===== config.mk =====
export PLATFORM = sky130hd
export DESIGN_NAME = fdtb_mix
export DESIGN_NICKNAME = d
export VERILOG_FILES = /design/src/fdtb_pkg.sv /design/src/fdtb_mix.sv
export SDC_FILE = /design/constraint.sdc
export NUM_CORES = 1
export LEC_CHECK = 0
export ABC_AREA = 1
export BUFFER_PORTS_ARGS = -buffer_cell sky130_fd_sc_hd__buf_2
export CAP_MARGIN = 20
export CORE_AREA = 2 2 181 183
export DETAILED_ROUTE_END_ITERATION = 6
export DIE_AREA = 0 0 183 185
export PLACE_DENSITY = 0.72
export SLEW_MARGIN = 15
export SYNTH_ARGS = -nofsm -noshare
export SYNTH_HDL_FRONTEND = slang
export SYNTH_SLANG_ARGS = --single-unit

===== constraint.sdc =====
create_clock -name clock -period 8.5 [get_ports clock]
set_clock_uncertainty 0.1 [all_clocks]
set_input_delay 1.275 -clock clock [delete_from_list [all_inputs] [get_ports clock]]
set_output_delay 1.275 -clock clock [all_outputs]
set_load 0.03 [all_outputs]

===== src/fdtb_pkg.sv =====
package fdtb_pkg;

   // configuration register indexes (byte address is 4 times the index)
   localparam logic [2:0] REG_SCREEN_WIDTH       = 3'd0;
   localparam logic [2:0] REG_SCREEN_HEIGHT      = 3'd1;
   localparam logic [2:0] REG_DEPTH_TEST_ENABLE  = 3'd2;
   localparam logic [2:0] REG_DEPTH_COMPARE      = 3'd3;
   localparam logic [2:0] REG_DEPTH_WRITE_ENABLE = 3'd4;
   localparam logic [2:0] REG_ALPHA_TEST_ENABLE  = 3'd5;
   localparam logic [2:0] REG_DEPTH_FROM_INTERP  = 3'd6;
   localparam logic [2:0] REG_BLEND_ENABLE       = 3'd7;

   localparam int CSR_ADDR_W = 5;

   // depth compare codes, fragment F against stored S
   localparam logic [2:0] CMP_EQ = 3'd0;
   localparam logic [2:0] CMP_LE = 3'd1;
   localparam logic [2:0] CMP_LT = 3'd2;
   localparam logic [2:0] CMP_GE = 3'd3;
   localparam logic [2:0] CMP_GT = 3'd4;

   // operation codes
   localparam logic OP_FRAGMENT = 1'b0;
   localparam logic OP_READ     = 1'b1;

   localparam logic [7:0] ALPHA_FULL = 8'd255;

   typedef logic [2:0][7:0] rgb_type;

   typedef struct packed {
      logic rd_en;
      logic wr_depth;
      logic wr_color;
   } store_ctrl_type;

   typedef struct packed {
      logic load;
      logic read_mode;
   } mix_ctrl_type;

endpackage


===== src/fdtb_mix.sv =====
module fdtb_mix (
   input  logic                   clock,
   input  fdtb_pkg::mix_ctrl_type ctrl,
   input  fdtb_pkg::rgb_type      src_rgb,
   input  logic [7:0]             src_alpha,
   input  logic [31:0]            dst_color,
   output fdtb_pkg::rgb_type      quot
);

   logic [2:0][15:0] num_ff;
   logic [2:0][15:0] num_in;
   logic [7:0]       wgt;
   logic [7:0]       p;
   logic [7:0]       r;
   logic [16:0]      t;
   logic [16:0]      s;

   // read: C*A + 127; blend: S*a + D*(255-a) + 127
   always_comb begin
      wgt = ctrl.read_mode ? dst_color[31:24] : src_alpha;
      for (int ch = 0; ch < 3; ch++) begin
         p = ctrl.read_mode ? dst_color[8*ch +: 8] : src_rgb[ch];
         r = ctrl.read_mode ? 8'd0 : dst_color[8*ch +: 8];
         num_in[ch] = 16'(17'(16'(p) * 16'(wgt)) + 17'(16'(r) * 16'(fdtb_pkg::ALPHA_FULL - wgt))
                      + 17'd127);
      end
   end

   always_ff @(posedge clock) begin
      if (ctrl.load) begin
         num_ff <= num_in;
      end
   end

   // x / 255 for x below 65535: ((x+1) + ((x+1) >> 8)) >> 8
   always_comb begin
      for (int ch = 0; ch < 3; ch++) begin
         t = 17'(num_ff[ch]) + 17'd1;
         s = t + (t >> 8);
         quot[ch] = s[15:8];
      end
   end

endmodule


======== After elaboration in Yosys (flattened, before gate mapping) ========
Cells that the tools add are included.
word-level totals
  register bits ........................... 48
  input port bits ......................... 67
  output and inout bits ................... 24
cells by class
  $add $sub $neg .......................... 13
  $mul .................................... 6
  mux-type cells .......................... 7
operators with widths
  kind                                                               number
  8-bit two-way mux                                                  7
  16-bit by 1-bit adder with 17-bit output, second input constant    3
  16-bit adder                                                       3
  16-bit by 7-bit adder with 16-bit output, second input constant    3
  16-bit by 9-bit adder with 16-bit output                           3
  8-bit by 16-bit multiplier with 16-bit output                      3
  8-bit by 8-bit multiplier with 16-bit output                       3
  8-bit by 8-bit subtractor with 9-bit output, first input constant  1

======== Logic depth before layout (Yosys ltp) ========
Gate-level depths: netlist of the first run.
  depth in word-level cells ............... 5
  gate-level depth with buffers ........... 28
  gate-level depth less buffers ........... 26

======== Worst setup path after synthesis of the first run ========
Ideal clock, no wire load.
  kind .................................... input to register
  start point ............................. in ctrl[0] in the netlist's numbering
  end point ............................... reg num_ff[30] in the netlist's numbering (data pin)
  library setup time ...................... 253 ps
  data arrival time ....................... 6360 ps
  data required time ...................... 8147 ps
  slack ................................... 1787 ps
  stages .................................. 23
  buffers on the path ..................... 3
  path through ............................ buf_4 -> buf_4 -> buf_2 -> nor2_1 -> inv_1 -> nor2_1 -> fa_1 -> fa_1 -> inv_1 -> fa_1 -> fa_1 -> inv_1 -> fa_1 -> inv_1 -> fa_1 -> inv_1 -> ha_1 -> a21oi_1 -> nor2_1 -> o21ai_0 -> nand3_1 -> nand2_1 -> nand2_1
RTL lines
  element               RTL line        source
  from (decl)           fdtb_mix.sv:3   input fdtb_pkg::mix_ctrl_type ctrl,
  to (signal assigned)  fdtb_mix.sv:31  num_ff <= num_in;
  to (decl)             fdtb_mix.sv:10  logic [2:0][15:0] num_ff;

==> flow_metrics.py, run 1 <==
metrics = {
    "clock_network": {
        "holdBufCountCts": 0,
        "cts_inserted_buffers": 5,
        "clkSinkCount": 48,
        "cts_resized": 0,
        "root_buffer": "clkbuf_16",
        "cts_setup_buffers": 0,
        "clk_pin_slew_ns": 0.06,
        "cts_max_path_buffers": 2,
        "cts.htree.levels": 2,
        "cts_tree": "built",
    },
    "placement": {
        "io_buffers": 90,
        "dp_hpwl_microns": 38000,
        "gp_congestion": 0.981,
    },
    "synth": {
        "synth-async-reset-ratio_pct": 0,
        "yosys.area.top_type": "fa_1",
        "synth_nets": 2816,
        "yosysMostFrequentCell": "inv_1",
        "yosys.area_share.adder_pct": 49.7,
        "ys_types": 39,
        "synth-seq-cells": 48,
        "synth.area.top_cells": "fa_1, ha_1, inv_1",
        "synth.avg_cell_area_sq_um": 7.77,
        "synth-compound-area-share_pct": 3.76,
        "synth.yosys.seq_area_share_pct": 8.27,
        "syn_inst": 2242,
        "netlist_area_sq_um": 17400,
        "yosys_warnings": 0,
        "synth.top_cell.area_share_pct": 35.5,
        "synthXorXnorAreaFrac_pct": 3.77,
        "ys_top_cells_by_count": "inv_1, nand2_1, fa_1",
        "synth_top_family_by_area": "adder cells",
        "ys.flop_type": "edfxtp_1",
        "synth_edf_count": 48,
        "synth_mux_area_share_pct": 0,
        "synthSimpleGateAreaFrac_pct": 20.9,
    },
    "global_route": {
        "overflow": 0,
        "first_global_vias": 14800,
        "grt_antenna_before_repair": 0,
        "grt_pass1_wl_microns": 73700,
        "grt_max_degree": 56,
        "track_usage_pct": 28.0,
    },
    "finish": {
        "top_register": "num_ff",
        "largest_register_ffs": 48,
        "antenna_cells": 0,
        "reg_top3": "num_ff: 48 flops",
        "final_layout_size_suffix_gt1_share_pct": 7.57,
        "nNetsFinal": 2885,
        "syn_to_final_growth_pct": 5.81,
    },
    "worst_setup_path": {
        "path_class": "primary input to flop",
        "worstPathRequired_ns": 8.44,
        "end_kind": "flop",
        "crit_arrival_ns": 7.39,
        "critPathLaunchType": "primary input",
        "cp_max_fo": 27,
    },
    "timing": {
        "fmax_ghz": 0.134,
        "setup_viol": 0,
        "fin_crit_sh_pct": 87.7,
        "maxSlewViolCount": 0,
        "tns_ns": 0,
        "min_period_ns": 7.45,
        "tightest_slew_ns": 0.945,
        "rsz0062_at_grt": "false",
        "hold_violations": 0,
        "relSlewSlack_pct": 36.3,
    },
    "worst_hold_path": {
        "min_path_type": "primary input to flop",
    },
    "floorplan": {
        "die_h_microns": 185,
        "ios": 91,
        "die_w_microns": 183,
        "dieArea_sq_um": 33900,
        "placementRows": 66,
        "fp.coreArea_sq_um": 32000,
        "start_util_pct": 54.4,
    },
    "status": {
        "status": "finished, final reports clean",
    },
    "drt": {
        "ant_nets": 0,
        "wl_microns": 45100,
        "vias": 14300,
        "dr.pass1.iters": 5,
        "wl_per_cell_microns": 16.6,
        "drt_iter0_drc": 1047,
        "via_per_inst": 5.26,
        "drc": 0,
    },
    "flow_run": {
        "max_cap_violations": 0,
    },
}
metrics by stage:
stage                     cells  util (%)  instance area, sq um  hold WS [ns]  setup slack, ns
after CTS                  2718      57.5                 18400          1.62             1.12
after global routing       2719      57.5                 18400          1.34            0.671
after floorplan            2242         -                 17400          1.29             1.79
after detailed placement   2711      57.1                 18300          1.92            0.801
after global placement     2711      57.1                 18300          1.93            0.837
final                      2719      57.5                 18400          1.33             1.05
worst paths after layout:
check                from          to  slack, ns  cells after the start
setup / recovery  ctrl[0]  num_ff[44]       1.05                     21
hold / removal    ctrl[1]  num_ff[19]       1.33                      1
worst max-delay path, cell delays in order:
cell     delay, ns
buf_2         0.45
inv_2         0.14
or2_2         0.32
o21ai_2       0.34
inv_1         0.38
nand2_1       0.17
fa_1          0.46
inv_1         0.10
fa_1          0.43
fa_1          0.56
inv_1         0.07
fa_1          0.55
fa_1          0.42
fa_1          0.48
inv_1         0.04
ha_1          0.32
a21oi_1       0.19
o21ai_0       0.11
a21oi_1       0.26
o21ai_0       0.16
xor2_1        0.16
routing by layer:
layer  global-route usage [%]  wire length, microns
met5                        0                     0
met4                     9.50                  1550
met3                     5.88                  4520
met2                     45.8                 20600
met1                     37.3                 18500
placed cells by master, fill, tap and decap left out, types with 12 or more instances in the layout:
cell	n
buf_2	90
a21oi_1	48
xnor2_1	25
inv_1	573
nand4_1	22
xor2_1	50
nand2_1	440
nand2_2	12
o21ai_1	12
fa_1	309
nand3_1	52
nor2_1	297
ha_1	198
o21ai_0	30
edfxtp_1	48
cell type report:
| cell class | instances | area, sq um |
|---|---|---|
| Sequential cell | 48 | 1440 |
| Clock buffer | 6 | 129 |
| Tap cell | 408 | 510 |
| Inverter | 588 | 2210 |
| Multi-Input combinational cell | 1569 | 13600 |
| Timing Repair Buffer | 99 | 531 |
| Clock inverter | 1 | 5.00 |
| Fill cell | 3005 | 13600 |
cells by family (layout without fill, tap and decap cells):
kind of cell,Yosys count,after routing
adders and majority gates,507,507
xor gates and xnor gates,75,75
AOI/OAI and AO/OA,116,116
and+or+nand+nor,871,871
DFF,48,48
buffers and inverters,625,694
Power of run 1 is left out: the tool's default activity adds up to more than one toggle a clock period on the data nets, which glitch-free logic cannot reach.
==> run 2, diff against run 1 <==
--- a/config.mk
+++ b/config.mk
@@ -5,13 +5,13 @@
 export SDC_FILE = /design/constraint.sdc
 export NUM_CORES = 1
 export LEC_CHECK = 0
-export ABC_AREA = 1
 export BUFFER_PORTS_ARGS = -buffer_cell sky130_fd_sc_hd__buf_2
 export CAP_MARGIN = 20
-export CORE_AREA = 2 2 181 183
+export CORE_AREA = 2 2 179 181
 export DETAILED_ROUTE_END_ITERATION = 6
-export DIE_AREA = 0 0 183 185
+export DIE_AREA = 0 0 181 183
 export PLACE_DENSITY = 0.72
+export SETUP_SLACK_MARGIN = 0.02
 export SLEW_MARGIN = 15
 export SYNTH_ARGS = -nofsm -noshare
 export SYNTH_HDL_FRONTEND = slang
==> run 2 against run 1 <==
Against the previous run: routed wire length shrank 9.5%; die area shrank 2.2%; critical path depth shrank 1; critical path type unchanged; largest cell class unchanged; highest routed layer is now met5.
==> flow_metrics.py, run 2 <==
metrics = {
    "synth": {
        "synth-async-reset-ratio_pct": 0,
        "ys_top_cells_by_count": "inv_1, fa_1, nor2_1",
        "synth.area.top_cells": "fa_1, ha_1, inv_1",
        "yosysMostFrequentCell": "inv_1",
        "yosys.area.top_type": "fa_1",
        "syn_inst": 1885,
        "synth.avg_cell_area_sq_um": 9.01,
        "ys_types": 58,
        "synth-seq-cells": 48,
        "synth.top_cell.area_share_pct": 36.4,
        "synth_nets": 2459,
        "synth.yosys.seq_area_share_pct": 8.48,
        "netlist_area_sq_um": 17000,
        "yosys_warnings": 0,
        "synth_edf_count": 48,
        "ys.flop_type": "edfxtp_1",
    },
    "global_route": {
        "grt_antenna_before_repair": 1,
        "grt_pass1_wl_microns": 67600,
        "overflow": 0,
        "track_usage_pct": 25.9,
        "first_global_vias": 13700,
        "grt_max_degree": 56,
    },
    "timing": {
        "min_period_ns": 7.34,
        "rsz0062_at_grt": "false",
        "maxSlewViolCount": 0,
        "worst_slack_ns": 1.16,
        "tightest_slew_ns": 1.08,
        "tns_ns": 0,
        "whs_ns": 1.31,
        "fmax_ghz": 0.136,
        "setup_viol": 0,
        "fin_crit_sh_pct": 86.3,
        "relSlewSlack_pct": 26.1,
        "hold_violations": 0,
    },
    "clock_network": {
        "cts_max_path_buffers": 2,
        "cts_setup_buffers": 0,
        "cts_inserted_buffers": 5,
        "cts_tree": "built",
        "clk_pin_slew_ns": 0.06,
        "clkSinkCount": 48,
        "cts.htree.levels": 2,
        "holdBufCountCts": 0,
        "root_buffer": "clkbuf_16",
        "cts_resized": 0,
    },
    "worst_hold_path": {
        "hp-start": "ctrl[1]",
        "min_path_type": "primary input to flop",
    },
    "worst_setup_path": {
        "crit_top_cell": "fa_1",
        "end_kind": "flop",
        "cp_cell_sequence": "buf_4, buf_4, mux2i_1, or2_2, fa_1, fa_1, inv_1, fa_1, fa_1, fa_1, inv_1, fa_1, inv_1, ha_1, or2_2, nor2_1, o211ai_1, a31o_2, a21oi_1, xnor2_1",
        "startpoint": "ctrl[0]",
        "crit_arrival_ns": 7.31,
        "cp_max_fo": 55,
        "critPathLaunchType": "primary input",
        "cpMaxStageDelayCell": "mux2i_1",
        "worstPathRequired_ns": 8.47,
        "path_class": "primary input to flop",
        "max_stage_delay_ns": 0.61,
        "crit_buf_inv": 5,
        "critPathTopFamily": "adder cells",
    },
    "placement": {
        "dp_hpwl_microns": 34400,
        "postPlaceCellArea_sq_um": 17900,
        "io_buffers": 90,
        "pre_cts_ws_ns": 0.847,
        "gp_congestion": 0.923,
    },
    "finish": {
        "top_register": "num_ff",
        "layout_commonest_cell": "inv_1",
        "n_fill_cell": 2819,
        "final_util_pct": 58.1,
        "largest_register_ffs": 48,
        "reg_top3": "num_ff: 48 flops",
        "final_layout_size_suffix_gt1_share_pct": 9.74,
        "final_cell_mix": "inv_1, fa_1, nor2_1",
        "final_cell_area_sq_um": 18100,
        "syn_to_final_growth_pct": 6.73,
        "nNetsFinal": 2535,
    },
    "drt": {
        "wl_microns": 40800,
        "drc": 0,
        "drt_iter0_drc": 829,
        "via_per_inst": 5.45,
        "wl_per_cell_microns": 17.3,
        "vias": 12900,
        "ant_nets": 0,
        "dr.pass1.iters": 5,
    },
    "power_and_ir_drop": {
        "switching_share_pct": 51.7,
        "power_density_nw_per_um2": 416,
        "seq_power_share_pct": 11.1,
        "pwr-share-clk_pct": 3.4,
        "comb_power_share_pct": 85.5,
        "ir_drop_mv": 0.383,
        "p_leak_nw": 9.14,
        "p_int_w": 0.00364,
        "p_sw_w": 0.00390,
    },
    "status": {
        "status": "finished, final reports clean",
    },
    "floorplan": {
        "dieArea_sq_um": 33100,
        "placementRows": 65,
        "fp.coreArea_sq_um": 31200,
        "ios": 91,
        "die_h_microns": 183,
        "start_util_pct": 54.4,
        "die_w_microns": 181,
    },
    "flow_run": {
        "max_cap_violations": 0,
    },
}
[run 2: layout make-up]
cell class	instances	area (sq um)	share of cell area, %
Multi-Input combinational cell	1372	13800	76.1
Inverter	426	1600	8.82
Sequential cell	48	1440	7.95
Timing Repair Buffer	108	601	3.31
Tap cell	402	503	2.77
Clock buffer	5	125	0.690
Clock inverter	2	60.1	0.331
Antenna cell	1	2.50	0.0138
[run 2: power groups by stage]
stage	registers (W)	clock network (W)	logic (W)
5_1_grt	0.000853	0.000269	0.00738
3_5_place_dp	0.000836	0	0.00643
2_1_floorplan	0.000794	0	0.00513
3_3_place_gp	0.000833	0	0.00622
4_1_cts	0.000831	0.000263	0.00647
6_report	0.000835	0.000256	0.00645
[run 2: metrics by stage]
step	power, W	instances
CTS	0.00756	2362
finish	0.00754	2364
global route	0.00850	2363
global placement	0.00706	2355
floorplan	0.00593	1885
detailed placement	0.00726	2355
[run 2: routing by layer]
layer | vias up | track usage [%] | routed length (microns)
met5 | - | 0 | 9
met4 | 2 | 8.78 | 1300
met3 | 91 | 3.73 | 2670
met2 | 444 | 46.3 | 20500
met1 | 6403 | 32.4 | 16400
li1 | 5947 | - | -
[run 2: worst paths after layout]
path | end | slack [ns] | depth (start not counted)
max | num_ff[28] | 1.16 | 20
min | num_ff[39] | 1.31 | 1
[run 2: cell families (layout without fill, tap and decap cells)]
group	after synthesis	after routing	synth area share, %
AND/OR/NAND/NOR	590	590	16.8
adder cells (fa/ha/maj)	507	507	51.0
buffers and inverters	465	541	10.3
AO/OA/AOI/OAI	112	112	4.32
XOR/XNOR	105	105	5.46
multiplexers	58	58	3.64
flip-flops	48	48	8.48
other	0	1	0
(Power assumes the default switching activity.)
